File: src/msadpcm_pkg.sv
`timescale 1ns / 1ps
// ----------------------------------------------------------------------------
// MS ADPCM block decoder package
// Shared types, register map and coefficient tables for the decoder.
// ----------------------------------------------------------------------------
package msadpcm_pkg;

  typedef struct packed {
    logic [7:0] enc_byte;
    logic       block_start;
  } enc_in_t;

  typedef struct packed {
    logic signed [15:0] sample;
    logic               channel;
    logic               last_of_run;
    logic               header_error;
  } pcm_out_t;

  // Commands from the controller to the datapath.
  typedef struct packed {
    logic       accept;
    logic       hdr_wr;
    logic       emit_load;
    logic [1:0] emit_sel;
    logic       emit_last;
    logic       mul;
    logic       nib_sel;
    logic       acc_commit;
    logic       acc_last;
  } ctrl_cmd_t;

  // Status from the datapath to the controller.
  typedef struct packed {
    logic in_hdr;
    logic in_data;
    logic hdr_last;
    logic stereo;
    logic out_free;
    logic sl_ge2;
  } dp_sts_t;

  localparam int ADDR_W = 4;

  localparam logic [1:0] REG_NUM_CHANNELS  = 2'd0;
  localparam logic [1:0] REG_BLOCK_SAMPLES = 2'd1;
  localparam logic [1:0] REG_BLOCK_BYTES   = 2'd2;

  localparam logic [1:0]  NUM_CHANNELS_RST  = 2'd1;
  localparam logic [15:0] BLOCK_SAMPLES_RST = 16'd500;
  localparam logic [15:0] BLOCK_BYTES_RST   = 16'd256;

  localparam logic [1:0] CHANNELS_STEREO = 2'd2;

  // Header field order after the predictor bytes.
  localparam logic [1:0] FLD_STEP  = 2'd0;
  localparam logic [1:0] FLD_LAST  = 2'd1;
  localparam logic [1:0] FLD_OLDER = 2'd2;

  localparam logic [3:0] HDR_LEN_MONO   = 4'd7;
  localparam logic [3:0] HDR_LEN_STEREO = 4'd14;
  localparam logic [7:0] PRED_IDX_MAX   = 8'd6;

  localparam logic [17:0]        STEP_FLOOR = 18'd16;
  localparam logic signed [21:0] PCM_MAX    = 22'sd32767;
  localparam logic signed [21:0] PCM_MIN    = -22'sd32768;

  function automatic logic [9:0] adapt_factor(input logic [3:0] code);
    logic [9:0] f;
    case (code)
      4'd4, 4'd12: f = 10'd307;
      4'd5, 4'd11: f = 10'd409;
      4'd6, 4'd10: f = 10'd512;
      4'd7, 4'd9:  f = 10'd614;
      4'd8:        f = 10'd768;
      default:     f = 10'd230;
    endcase
    return f;
  endfunction

  function automatic logic signed [10:0] coef_a(input logic [2:0] idx);
    logic signed [10:0] c;
    case (idx)
      3'd0:    c = 11'sd256;
      3'd1:    c = 11'sd512;
      3'd2:    c = 11'sd0;
      3'd3:    c = 11'sd192;
      3'd4:    c = 11'sd240;
      3'd5:    c = 11'sd460;
      3'd6:    c = 11'sd392;
      default: c = 11'sd0;
    endcase
    return c;
  endfunction

  function automatic logic signed [10:0] coef_b(input logic [2:0] idx);
    logic signed [10:0] c;
    case (idx)
      3'd1:    c = -11'sd256;
      3'd3:    c = 11'sd64;
      3'd5:    c = -11'sd208;
      3'd6:    c = -11'sd232;
      default: c = 11'sd0;
    endcase
    return c;
  endfunction

endpackage

File: src/msadpcm_ctrl.sv
`timescale 1ns / 1ps
// ----------------------------------------------------------------------------
// MS ADPCM decoder controller
// Sequences header writes, header sample output and the two-step nibble decode.
// ----------------------------------------------------------------------------
module msadpcm_ctrl (
  input  logic                  clk,
  input  logic                  rst_n,
  input  logic                  in_valid,
  output logic                  in_ready,
  input  msadpcm_pkg::dp_sts_t  sts,
  output msadpcm_pkg::ctrl_cmd_t cmd
);
  import msadpcm_pkg::*;

  typedef enum logic [4:0] {
    S_IDLE = 5'b00001,
    S_HDR  = 5'b00010,
    S_EMIT = 5'b00100,
    S_MUL  = 5'b01000,
    S_ACC  = 5'b10000
  } state_t;

  state_t     state_r, state_nxt;
  logic [1:0] cnt_r, cnt_nxt;
  logic       nib_r, nib_nxt;
  logic [1:0] emit_max;

  assign emit_max = sts.stereo ? 2'd3 : 2'd1;
  assign in_ready = (state_r == S_IDLE);

  always_comb begin
    state_nxt = state_r;
    cnt_nxt   = cnt_r;
    nib_nxt   = nib_r;
    cmd       = '0;
    cmd.emit_sel = cnt_r;
    cmd.nib_sel  = nib_r;
    case (state_r)
      S_IDLE: begin
        if (in_valid) begin
          cmd.accept = 1'b1;
          nib_nxt    = 1'b0;
          if (sts.in_hdr) begin
            state_nxt = S_HDR;
          end else if (sts.in_data) begin
            state_nxt = S_MUL;
          end
        end
      end
      S_HDR: begin
        cmd.hdr_wr = 1'b1;
        cnt_nxt    = 2'd0;
        state_nxt  = sts.hdr_last ? S_EMIT : S_IDLE;
      end
      S_EMIT: begin
        if (sts.out_free) begin
          cmd.emit_load = 1'b1;
          cmd.emit_last = (cnt_r == emit_max);
          if (cnt_r == emit_max) begin
            state_nxt = S_IDLE;
          end else begin
            cnt_nxt = cnt_r + 2'd1;
          end
        end
      end
      S_MUL: begin
        cmd.mul   = 1'b1;
        state_nxt = S_ACC;
      end
      S_ACC: begin
        if (sts.out_free) begin
          cmd.acc_commit = 1'b1;
          // The first nibble is the last result unless a second sample remains.
          cmd.acc_last = nib_r | ~sts.sl_ge2;
          if (!nib_r && sts.sl_ge2) begin
            nib_nxt   = 1'b1;
            state_nxt = S_MUL;
          end else begin
            state_nxt = S_IDLE;
          end
        end
      end
      default: state_nxt = S_IDLE;
    endcase
  end

  always_ff @(posedge clk) begin
    if (!rst_n) begin
      state_r <= S_IDLE;
      cnt_r   <= 2'd0;
      nib_r   <= 1'b0;
    end else begin
      state_r <= state_nxt;
      cnt_r   <= cnt_nxt;
      nib_r   <= nib_nxt;
    end
  end

endmodule

File: src/msadpcm_dp.sv
`timescale 1ns / 1ps
// ----------------------------------------------------------------------------
// MS ADPCM decoder datapath
// Configuration registers, header state, predictor arithmetic and result register.
// ----------------------------------------------------------------------------
module msadpcm_dp (
  input  logic                           clk,
  input  logic                           rst_n,
  input  msadpcm_pkg::enc_in_t           in_data,
  input  logic                           psel,
  input  logic                           penable,
  input  logic                           pwrite,
  input  logic [msadpcm_pkg::ADDR_W-1:0] paddr,
  input  logic [31:0]                    pwdata,
  output logic [31:0]                    prdata,
  output logic                           pready,
  output logic                           out_valid,
  input  logic                           out_ready,
  output msadpcm_pkg::pcm_out_t          out_data,
  input  msadpcm_pkg::ctrl_cmd_t         cmd,
  output msadpcm_pkg::dp_sts_t           sts
);
  import msadpcm_pkg::*;

  // Configuration
  logic [1:0]  num_ch_r;
  logic [15:0] bsamp_r;
  logic [15:0] bbytes_r;
  logic        cfg_wr;

  // Block state
  logic [15:0] byte_pos_r;
  logic [16:0] samples_left_r;
  logic [7:0]  hold_r;
  logic [2:0]  pidx_r  [2];
  logic        bad_r   [2];
  logic [15:0] step_r  [2];
  logic [15:0] last_r  [2];
  logic [15:0] older_r [2];

  // Current transaction
  logic [7:0] byte_r;
  logic [3:0] pos_r;

  // Multiply stage
  logic signed [26:0] prod_a_r, prod_b_r;
  logic signed [20:0] delta_r;
  logic [25:0]        nsp_r;
  logic               ch_r;

  // Result register
  logic     out_valid_r;
  pcm_out_t out_data_r;

  logic        stereo;
  logic [3:0]  hdr_len;
  logic [15:0] pos_c;
  logic [16:0] pos_inc;
  logic [15:0] next_pos;
  logic [3:0]  k;
  logic [1:0]  field;
  logic        hdr_ch;
  logic [15:0] hdr_val;
  logic [15:0] bs_m2;
  logic [16:0] sl_hdr;

  logic               mch;
  logic [3:0]         code;
  logic signed [10:0] ca, cb;

  logic signed [27:0] sum;
  logic signed [27:0] biased;
  logic signed [19:0] quot;
  logic signed [21:0] pred;
  logic [15:0]        pcm;
  logic [17:0]        ns;
  logic [15:0]        ns_st;

  logic        emit_is_last;
  logic        emit_ch;
  logic [15:0] emit_val;

  assign stereo  = (num_ch_r == CHANNELS_STEREO);
  assign hdr_len = stereo ? HDR_LEN_STEREO : HDR_LEN_MONO;

  // Byte position of the incoming byte and of the one after it.
  assign pos_c    = in_data.block_start ? 16'd0 : byte_pos_r;
  assign pos_inc  = {1'b0, pos_c} + 17'd1;
  assign next_pos = (pos_inc >= {1'b0, bbytes_r}) ? 16'd0 : pos_inc[15:0];

  assign sts.in_hdr   = (pos_c < {12'd0, hdr_len});
  assign sts.in_data  = (samples_left_r != 17'd0);
  assign sts.hdr_last = (pos_r == (hdr_len - 4'd1));
  assign sts.stereo   = stereo;
  assign sts.out_free = ~out_valid_r | out_ready;
  assign sts.sl_ge2   = (samples_left_r >= 17'd2);

  // Header byte decode: step, sample1 and sample2 fields, low byte first.
  assign k       = pos_r - (stereo ? 4'd2 : 4'd1);
  assign field   = stereo ? k[3:2] : k[2:1];
  assign hdr_ch  = stereo & k[1];
  assign hdr_val = {byte_r, hold_r};
  assign bs_m2   = bsamp_r - 16'd2;
  assign sl_hdr  = (bsamp_r < 16'd2) ? 17'd0 :
                   (stereo ? {bs_m2, 1'b0} : {1'b0, bs_m2});

  // Multiply stage operands.
  assign mch  = cmd.nib_sel & stereo;
  assign code = cmd.nib_sel ? byte_r[3:0] : byte_r[7:4];
  assign ca   = bad_r[mch] ? 11'sd0 : coef_a(pidx_r[mch]);
  assign cb   = bad_r[mch] ? 11'sd0 : coef_b(pidx_r[mch]);

  // Accumulate stage: prediction truncated toward zero, plus scaled code, clamped.
  assign sum    = 28'(prod_a_r) + 28'(prod_b_r);
  assign biased = sum + (sum[27] ? 28'sd255 : 28'sd0);
  assign quot   = biased[27:8];
  assign pred   = 22'(quot) + 22'(delta_r);
  always_comb begin
    if (pred > PCM_MAX) begin
      pcm = 16'h7FFF;
    end else if (pred < PCM_MIN) begin
      pcm = 16'h8000;
    end else begin
      pcm = pred[15:0];
    end
  end
  assign ns    = nsp_r[25:8];
  assign ns_st = (ns < STEP_FLOOR) ? STEP_FLOOR[15:0] : ns[15:0];

  // Header sample order: sample2 of each channel, then sample1 of each channel.
  assign emit_is_last = stereo ? cmd.emit_sel[1] : cmd.emit_sel[0];
  assign emit_ch      = stereo & cmd.emit_sel[0];
  assign emit_val     = emit_is_last ? last_r[emit_ch] : older_r[emit_ch];

  // Configuration port
  assign pready = 1'b1;
  assign cfg_wr = psel & penable & pwrite;
  always_comb begin
    case (paddr[3:2])
      REG_NUM_CHANNELS:  prdata = {30'd0, num_ch_r};
      REG_BLOCK_SAMPLES: prdata = {16'd0, bsamp_r};
      REG_BLOCK_BYTES:   prdata = {16'd0, bbytes_r};
      default:           prdata = 32'd0;
    endcase
  end

  always_ff @(posedge clk) begin
    if (!rst_n) begin
      num_ch_r <= NUM_CHANNELS_RST;
      bsamp_r  <= BLOCK_SAMPLES_RST;
      bbytes_r <= BLOCK_BYTES_RST;
    end else if (cfg_wr) begin
      case (paddr[3:2])
        REG_NUM_CHANNELS:  num_ch_r <= pwdata[1:0];
        REG_BLOCK_SAMPLES: bsamp_r  <= pwdata[15:0];
        REG_BLOCK_BYTES:   bbytes_r <= pwdata[15:0];
        default: ;
      endcase
    end
  end

  // Block state
  always_ff @(posedge clk) begin
    if (!rst_n) begin
      byte_pos_r     <= 16'd0;
      samples_left_r <= 17'd0;
      hold_r         <= 8'd0;
      for (int c = 0; c < 2; c++) begin
        pidx_r[c]  <= 3'd0;
        bad_r[c]   <= 1'b0;
        step_r[c]  <= 16'd0;
        last_r[c]  <= 16'd0;
        older_r[c] <= 16'd0;
      end
    end else begin
      if (cmd.accept) begin
        byte_pos_r <= next_pos;
      end
      if (cmd.hdr_wr) begin
        if (pos_r == 4'd0) begin
          samples_left_r <= 17'd0;
        end
        if (pos_r < (stereo ? 4'd2 : 4'd1)) begin
          pidx_r[pos_r[0]] <= byte_r[2:0];
          bad_r[pos_r[0]]  <= (byte_r > PRED_IDX_MAX);
        end else if (!k[0]) begin
          hold_r <= byte_r;
        end else begin
          case (field)
            FLD_STEP:  step_r[hdr_ch]  <= hdr_val;
            FLD_LAST:  last_r[hdr_ch]  <= hdr_val;
            FLD_OLDER: older_r[hdr_ch] <= hdr_val;
            default: ;
          endcase
        end
        if (sts.hdr_last) begin
          samples_left_r <= sl_hdr;
        end
      end
      if (cmd.acc_commit) begin
        step_r[ch_r]  <= ns_st;
        older_r[ch_r] <= last_r[ch_r];
        last_r[ch_r]  <= pcm;
        if (!cmd.nib_sel) begin
          samples_left_r <= sts.sl_ge2 ? (samples_left_r - 17'd2) : 17'd0;
        end
      end
    end
  end

  // Transaction and multiply-stage payload
  always_ff @(posedge clk) begin
    if (cmd.accept) begin
      byte_r <= in_data.enc_byte;
      pos_r  <= pos_c[3:0];
    end
    if (cmd.mul) begin
      prod_a_r <= $signed(last_r[mch]) * ca;
      prod_b_r <= $signed(older_r[mch]) * cb;
      delta_r  <= $signed({1'b0, step_r[mch]}) * $signed(code);
      nsp_r    <= step_r[mch] * adapt_factor(code);
      ch_r     <= mch;
    end
  end

  // Result register
  always_ff @(posedge clk) begin
    if (!rst_n) begin
      out_valid_r <= 1'b0;
    end else if (cmd.emit_load || cmd.acc_commit) begin
      out_valid_r <= 1'b1;
    end else if (out_ready) begin
      out_valid_r <= 1'b0;
    end
  end

  always_ff @(posedge clk) begin
    if (cmd.emit_load) begin
      out_data_r.sample       <= emit_val;
      out_data_r.channel      <= emit_ch;
      out_data_r.last_of_run  <= cmd.emit_last;
      out_data_r.header_error <= bad_r[emit_ch];
    end else if (cmd.acc_commit) begin
      out_data_r.sample       <= pcm;
      out_data_r.channel      <= ch_r;
      out_data_r.last_of_run  <= cmd.acc_last;
      out_data_r.header_error <= bad_r[ch_r];
    end
  end

  assign out_valid = out_valid_r;
  assign out_data  = out_data_r;

endmodule

File: src/ms_adpcm_block_decoder_top.sv
`timescale 1ns / 1ps
// A header byte is accepted, then written to the header registers; the last header byte
// then sends its 2 (mono) or 4 (stereo) samples at one per cycle unless the output stalls.
// Each decoded nibble of a data byte passes the multiply stage, then accumulate and clamp.
// Throughput is one byte at a time, set by the shared multiply/accumulate datapath.
// Reset is synchronous and active low; it restores the register defaults and clears
// all block state, with no clearing pass.
// ----------------------------------------------------------------------------
// MS ADPCM block decoder top level
// Joins the controller and datapath behind valid/ready channels and an APB port.
// ----------------------------------------------------------------------------
module ms_adpcm_block_decoder_top (
  input  logic                           clk,
  input  logic                           rst_n,
  input  logic                           in_valid,
  output logic                           in_ready,
  input  msadpcm_pkg::enc_in_t           in_data,
  output logic                           out_valid,
  input  logic                           out_ready,
  output msadpcm_pkg::pcm_out_t          out_data,
  input  logic                           psel,
  input  logic                           penable,
  input  logic                           pwrite,
  input  logic [msadpcm_pkg::ADDR_W-1:0] paddr,
  input  logic [31:0]                    pwdata,
  output logic [31:0]                    prdata,
  output logic                           pready
);
  import msadpcm_pkg::*;

  ctrl_cmd_t cmd;
  dp_sts_t   sts;

  msadpcm_ctrl u_ctrl (
    .clk      (clk),
    .rst_n    (rst_n),
    .in_valid (in_valid),
    .in_ready (in_ready),
    .sts      (sts),
    .cmd      (cmd)
  );

  msadpcm_dp u_dp (
    .clk       (clk),
    .rst_n     (rst_n),
    .in_data   (in_data),
    .psel      (psel),
    .penable   (penable),
    .pwrite    (pwrite),
    .paddr     (paddr),
    .pwdata    (pwdata),
    .prdata    (prdata),
    .pready    (pready),
    .out_valid (out_valid),
    .out_ready (out_ready),
    .out_data  (out_data),
    .cmd       (cmd),
    .sts       (sts)
  );

endmodule
File: config.mk
export PLATFORM = sky130hd
export DESIGN_NAME = ms_adpcm_block_decoder_top
export DESIGN_NICKNAME = d
export VERILOG_FILES = /design/src/msadpcm_pkg.sv /design/src/msadpcm_ctrl.sv /design/src/msadpcm_dp.sv /design/src/ms_adpcm_block_decoder_top.sv
export SDC_FILE = /design/constraint.sdc
export NUM_CORES = 2
export LEC_CHECK = 0
export BUFFER_PORTS_ARGS = -buffer_cell sky130_fd_sc_hd__buf_2
export CAP_MARGIN = 20
export CELL_PAD_IN_SITES_DETAIL_PLACEMENT = 1
export CELL_PAD_IN_SITES_GLOBAL_PLACEMENT = 1
export CORE_ASPECT_RATIO = 0.7
export CORE_MARGIN = 1.5
export CORE_UTILIZATION = 45
export CTS_CLUSTER_SIZE = 20
export DETAILED_ROUTE_END_ITERATION = 8
export PLACE_DENSITY = 0.84
export SETUP_SLACK_MARGIN = 0.5
export SLEW_MARGIN = 20
export SYNTH_ARGS = -nofsm -noshare
export SYNTH_HDL_FRONTEND = slang
export SYNTH_SLANG_ARGS = --single-unit
File: constraint.sdc
create_clock -name clk -period 9.3 [get_ports clk]
set_clock_uncertainty 0.2 [all_clocks]
set_input_delay 1.86 -clock clk [delete_from_list [all_inputs] [get_ports clk]]
set_output_delay 1.86 -clock clk [all_outputs]
set_load 0.02 [all_outputs]
# ---- Word level (Yosys, flattened, before mapping)
# Memory sizes are Yosys's and may differ from the RTL's. A register that Yosys moved wholly into a read port is not among the register bits.
# Index checks and enable logic that the tools add are counted.
dict set report totals {
  regBits 217
  latch_bits 0
  ramBits 104
  romBits 160
  elab_cells 220
  n_memories 6
}
# name depth word_bits rd rd_clocked_by_memory_dff write_ports line_no
set mem_list {}
lappend mem_list {{(no name shown)} 16 10 1 0 0 msadpcm_pkg.sv:70} ;# case (code)
lappend mem_list {u_dp.last_r 2 16 3 1 2 msadpcm_dp.sv:38} ;# logic [15:0] last_r [2];
lappend mem_list {u_dp.older_r 2 16 2 0 2 msadpcm_dp.sv:39} ;# logic [15:0] older_r [2];
lappend mem_list {u_dp.step_r 2 16 1 0 2 msadpcm_dp.sv:37} ;# logic [15:0] step_r [2];
lappend mem_list {u_dp.pidx_r 2 3 1 0 2 msadpcm_dp.sv:35} ;# logic [2:0] pidx_r [2];
lappend mem_list {u_dp.bad_r 2 1 3 1 2 msadpcm_dp.sv:36} ;# logic bad_r [2];
dict set report op_classes {
  add_sub_neg 9
  mul 4
  div_mod_pow 0
  n_lt_le_gt_ge 9
  n_eq_ne 24
  n_shift 0
  muxes 109
  bitwise_logic 11
  n_reduce_logical 27
}
# operator n
set op_table {}
lappend op_table {{$mux W16} 12}
lappend op_table {{$mux W17} 8}
lappend op_table {{$reduce_or A16 Y1} 6}
lappend op_table {{$pmux W10 S6} 1}
lappend op_table {{$mux W1} 59}
lappend op_table {{$mul A16 B11 Y27} 2}
lappend op_table {{$pmux W16 S3} 1}
lappend op_table {{$pmux W11 S4} 1}
lappend op_table {{$mux W19} 2}
lappend op_table {{$mux W5} 6}
lappend op_table {{$add A27 B27 Y28} 1}
lappend op_table {{$add A28 B9 Y28} 1}
lappend op_table {{$mul A16 B10 Y26} 1}
lappend op_table {{$pmux W5 S5} 1}
lappend op_table {{$add A20 B21 Y22} 1}
lappend op_table {{$gt A22 B16 Y1 const B} 1}
lappend op_table {{$lt A22 B16 Y1 const B} 1}
lappend op_table {{$mul A17 B4 Y21} 1}
lappend op_table {{$mux W10} 2}
lappend op_table {{$lt A18 B5 Y1 const B} 1}
lappend op_table {{$add A16 B1 Y17 const B} 1}
lappend op_table {{$ge A17 B16 Y1} 1}
lappend op_table {{$ge A17 B2 Y1 const B} 1}
lappend op_table {{$reduce_bool A17 Y1} 1}
lappend op_table {{other kinds (47)} 80}

# ---- Longest topological paths before layout
dict set report logic_depth {
  ltp_word 14
  mapped_depth 32
}

# ---- By module
# Synthesis repeated with hierarchy kept, for this count alone.
dict set report unflattened {
  cells_unflattened 3544
  hier_area_um2 33133.0
}
# module instances cells_each area_each_um2 seq_area_each_um2
set by_module_without_submodules {}
lappend by_module_without_submodules {msadpcm_dp 1 3477 32533.7 8247.9}
lappend by_module_without_submodules {msadpcm_ctrl 1 67 599.3 160.2}

# ---- Least setup slack after synthesis
# Ideal clock, no wire load.
dict set report synth_timing {
  path_type {register to register}
  start {reg u_ctrl.nib_r}
  end {reg u_dp.nsp_r[25] (data pin)}
  arrival_time_ps 7566
  required_ps 8839
  setup_slack_ps 1273
  stages_incl_launch_ff 27
  path_buffers 3
  period_less_slack_ps 8027
  cell_sequence {dfxtp_1 -> clkbuf_1 -> mux2i_1 -> inv_1 -> clkbuf_1 -> ha_1 -> a22oi_1 -> clkbuf_1 -> nor2_1 -> fa_1 -> inv_1 -> fa_1 -> fa_1 -> fa_1 -> inv_1 -> fa_1 -> ha_1 -> a21o_1 -> a21oi_1 -> nor2b_1 -> a211o_1 -> a21oi_1 -> o21ai_0 -> a311o_1 -> nand2_1 -> o21ai_0 -> a311o_1}
}
dict set report synth_between {
  elab_chain_len 4
}
# element line_no
set synth_lines {}
lappend synth_lines {{from (decl)} msadpcm_ctrl.sv:26} ;# logic nib_r, nib_nxt;
lappend synth_lines {{from (signal assigned)} msadpcm_ctrl.sv:96} ;# nib_r <= nib_nxt;
lappend synth_lines {{$mux W4} msadpcm_dp.sv:109} ;# assign code = cmd.nib_sel ? byte_r[3:0] : byte_r[7:4];
lappend synth_lines {{$mem_v2 Z16 W10} -}
lappend synth_lines {{$mux W10} msadpcm_dp.sv:217} ;# if (cmd.mul) begin
lappend synth_lines {{$mul A16 B10 Y26 *} msadpcm_dp.sv:221} ;# nsp_r <= step_r[mch] * adapt_factor(code);
lappend synth_lines {{to (signal assigned)} msadpcm_dp.sv:221}
lappend synth_lines {{to (decl)} msadpcm_dp.sv:48} ;# logic [25:0] nsp_r;
# Mark *: on every way between the ends. The rest lies on a longest branch, timed or not. The select of a mux whose other input is x is not followed.
# A chain may end at the register's enable or synchronous reset.

# ---- Final worst setup path
dict set report layout_timing {
  start {reg u_dp.byte_r[1]}
  end {reg u_dp.nsp_r[25] (data pin)}
}
dict set report layout_between {
  elab_chain_len 4
}
# element line_no
set layout_lines {}
lappend layout_lines {{from (decl)} msadpcm_dp.sv:42} ;# logic [7:0] byte_r;
lappend layout_lines {{from (signal assigned)} msadpcm_dp.sv:214} ;# byte_r <= in_data.enc_byte;
lappend layout_lines {{$mux W4} msadpcm_dp.sv:109}
lappend layout_lines {{$mem_v2 Z16 W10} -}
lappend layout_lines {{$mux W10} msadpcm_dp.sv:217}
lappend layout_lines {{$mul A16 B10 Y26} msadpcm_dp.sv:221}
# Every way passes these cells. The select of a mux whose other input is x is not followed.

==> impl_metrics.env <==
export IMPL_cts_path_max_buffers=3
export IMPL_seqCellArea_mm2=0.00841
export IMPL_critPathMaxFanout=14
export IMPL_place_area_mm2=0.0335
export IMPL_port_buffers=70
export IMPL_hp_start="u_dp.bbytes_r[13]"
export IMPL_std_cell_rows=81
export IMPL_start_util_pct=45.6
export IMPL_grt_pass1_wl_um=157000
export IMPL_cellPowerDensity_mw_per_mm2=136
export IMPL_async_flop_share_pct=0
export IMPL_drtIter0Drc=2340
export IMPL_worst_pin_slew_ns=1.13
export IMPL_core_area_mm2=0.0700
export IMPL_area_growth_pct=8.63
export IMPL_rr_endpoint="u_dp.nsp_r[25]"
export IMPL_fillers=7904
export IMPL_setup_viol=0
export IMPL_cts_buffers=34
export IMPL_relSlewSlack_pct=22.5
export IMPL_drv_cap=0
export IMPL_ant_nets=0
export IMPL_status="completed"
export IMPL_dieArea_mm2=0.0726
export IMPL_synth_ff_type="edfxtp_1"
export IMPL_synth_edf_count=222
export IMPL_grt_usage_pct=28.1
export IMPL_ys_seq_area_share_pct=26.3
export IMPL_clock_sinks=309
export IMPL_r2r_start="u_dp.byte_r[1]"
export IMPL_clock_latency_ns=0.58
export IMPL_die_y_um=226
export IMPL_critPathRequiredTime_ns=9.40
export IMPL_antenna_found_initial=3
export IMPL_drc=0
export IMPL_wire_per_inst_um=23.3
export IMPL_holdPathStages=2
export IMPL_rsz0062_at_grt="no"
export IMPL_hpwl_um=80200
export IMPL_min_period_ns=8.46
export IMPL_place_gp_congestion=0.967
export IMPL_clk_pin_slew_ns=0.06
export IMPL_cp_arrival_ns=8.56
export IMPL_cts_tree="yes"
export IMPL_worstSetupPathType="reg2reg"
export IMPL_io_pins=106
export IMPL_totalWireLength_um=101000
export IMPL_multi_input_area_mm2=0.0216
export IMPL_syn_instance_count=3304
export IMPL_postCtsHoldBufs=0
export IMPL_final_max_slew_viol_count=0
export IMPL_tns_ns=0
export IMPL_drt_pre_antenna_iters=6
export IMPL_hold_viol=0
export IMPL_syn_area_per_cell_um2=9.66
export IMPL_placedCellCount=4282
export IMPL_ir_drop_v=0.000110
export IMPL_final_net_count=4062
export IMPL_cts_root_buf="clkbuf_16"
export IMPL_rr_worst_depth=26
export IMPL_whs_endpoint="u_dp.bbytes_r[13]"
export IMPL_leakage_nw=15.9
export IMPL_p_total_mw=4.73
export IMPL_timing_fmax_ghz=0.118
export IMPL_start_kind="flip-flop"
export IMPL_drive_gt1_share_pct=8.94
export IMPL_grt_start_max_net_pins=79
export IMPL_yosysWarningCount=0
export IMPL_synth_area_mm2=0.0319
export IMPL_grt_pass1_vias=27100
export IMPL_dieWidth_um=321
export IMPL_final_area_mm2=0.0347
export IMPL_h_tree_depth=2
export IMPL_vias=25400
export IMPL_period_share_pct=91.0
export IMPL_vias_per_cell=5.84
export IMPL_cp_end_kind="flip-flop"
export IMPL_worst_hold_path_type="reg2reg"
export IMPL_final_cells=4345
export IMPL_grt_overflow=0
export IMPL_synth_seq_cells=309
export IMPL_synth_distinct_cells=88
export IMPL_ff2ff_setup_slack_ns=0.84
-- worst max-delay path by stage --
stage	cells past startpoint	from	end
floorplan	26	u_ctrl.nib_r	u_dp.nsp_r[25]
global placement	26	u_ctrl.nib_r	u_dp.nsp_r[25]
detailed placement	26	u_ctrl.nib_r	u_dp.nsp_r[25]
CTS	26	u_ctrl.nib_r	u_dp.nsp_r[25]
global route	27	u_ctrl.nib_r	u_dp.nsp_r[25]
finish	26	u_dp.byte_r[1]	u_dp.nsp_r[25]
-- critical path: stages (launching register included) --
cell	delay [ns]
edfxtp_1	0.59
mux2i_1	0.29
buf_4	0.26
inv_1	0.06
buf_4	0.19
ha_1	0.28
a22oi_2	0.41
buf_4	0.30
nor2_1	0.10
fa_1	0.43
inv_1	0.09
fa_1	0.45
fa_1	0.49
fa_1	0.55
inv_1	0.05
fa_1	0.47
ha_1	0.38
a21o_1	0.21
a21oi_1	0.15
nor2b_1	0.06
a211o_1	0.30
a21oi_1	0.37
o21ai_0	0.37
a311o_1	0.45
nand2_1	0.11
o21ai_0	0.20
a311o_1	0.39
-- through the flow --
stage	worst slack, ns	utilization [%]	hold slack [ns]
after floorplan	1.27	-	0.250
after CTS	0.544	49.4	0.281
after global placement	1.11	47.8	0.265
after global routing	0.540	49.5	0.317
after detailed placement	0.609	47.8	0.272
final	0.840	49.5	0.281
-- cell usage after synthesis (7+ instances only) --
library cell / count / share of area [%]
o22ai_1: 7 / 0.14
mux2_2: 17 / 0.60
nor4_1: 15 / 0.29
nor3_1: 45 / 0.71
a21o_1: 51 / 1.2
o21bai_1: 12 / 0.28
mux2i_1: 92 / 2.9
xor2_1: 48 / 1.3
o21a_1: 22 / 0.52
inv_1: 384 / 4.5
buf_1: 10 / 0.12
mux4_2: 16 / 1.1
buf_4: 17 / 0.40
and3_1: 19 / 0.37
or3_1: 18 / 0.35
a31oi_1: 11 / 0.22
clkbuf_1: 92 / 1.1
fa_1: 327 / 21
a22o_1: 31 / 0.85
nand4_1: 14 / 0.27
nand2b_1: 30 / 0.59
ha_1: 318 / 12
o21ai_0: 64 / 1.0
nand3_1: 40 / 0.63
a211o_1: 11 / 0.30
and2_1: 17 / 0.33
dfxtp_1: 87 / 5.5
a21oi_4: 8 / 0.41
a211oi_1: 39 / 0.92
a21oi_1: 195 / 3.1
nor2_1: 467 / 5.5
or2_2: 33 / 0.65
nor2b_1: 35 / 0.69
xnor2_1: 104 / 2.9
o31a_1: 7 / 0.19
edfxtp_1: 222 / 21
nand2_1: 263 / 3.1
-- state kept, by name, indices dropped and copies added (netlist names), 8 cells and up, named ones only --
signal / flops
u_dp.bbytes_r: 16
u_dp.byte_r: 8
u_dp.samples_left_r: 17
u_dp.out_data: 19
u_dp.last_r: 32
u_dp.bsamp_r: 16
u_dp.hold_r: 8
u_dp.prod_b_r: 24
u_dp.step_r: 32
u_dp.prod_a_r: 25
u_dp.byte_pos_r: 16
u_dp.older_r: 32
u_dp.delta_r: 21
u_dp.nsp_r: 18
-- report_power, final --
group          internal, mW  total, mW  switching (mW)  leakage, nW
Clock                 0.806       1.45           0.644        0.539
Sequential             1.56       1.59          0.0273         2.85
Combinational         0.665       1.68            1.02         12.5
Total                  3.04       4.73            1.69         15.9
-- layer usage --
layer	vias to the layer above	share of wire, %	track usage [%]
met5	-	0.027	0
met4	4	3.1	8.98
met3	215	9.2	6.31
met2	1076	45	45.0
met1	12800	42	37.8
li1	11300	-	-
-- layout make-up --
class / instances / share of cell area [%]
timing repair buffer: 132 / 2.41
clock buffer: 40 / 2.67
multi-input combinational: 2501 / 62.4
antenna: 1 / 0.00722
clock inverter: 21 / 0.599
inverter: 387 / 4.19
sequential: 309 / 24.3
tap: 954 / 3.44
-- layout by cell type, fill, tap and decap left out, types with 18 or more instances in the layout --
cell type    n
and3_1      19
dfxtp_1     86
a21oi_1    192
nor2_1     464
fa_1       327
or2_2       33
ha_1       318
clkbuf_16   36
inv_1      382
o21ai_0     64
a211oi_1    39
nor2b_1     33
buf_2       70
edfxtp_1   222
buf_4       61
or3_1       18
nand3_1     39
nor3_1      45
a21o_1      51
xor2_1      48
a22o_1      31
nand2_1    262
nand2b_1    30
mux2i_1     90
xnor2_1    104
o21a_1      22
-- timing repair --
action / in CTS / in global routing
setup endpoints to repair: 0 / 7
gates resized for setup: 0 / 3
buffers inserted: 0 / 0
-- cell families after synthesis --
group / count (synthesis) / share of synthesized area, %
adders and majority gates: 645 / 33.0
buffers and inverters: 509 / 6.25
muxes: 126 / 4.68
AOI/OAI and AO/OA: 536 / 11.3
xor gates and xnor gates: 152 / 4.17
and+or+nand+nor: 1025 / 14.3
other: 2 / 0.0235
DFF: 309 / 26.3
(Power assumes the default switching activity.)
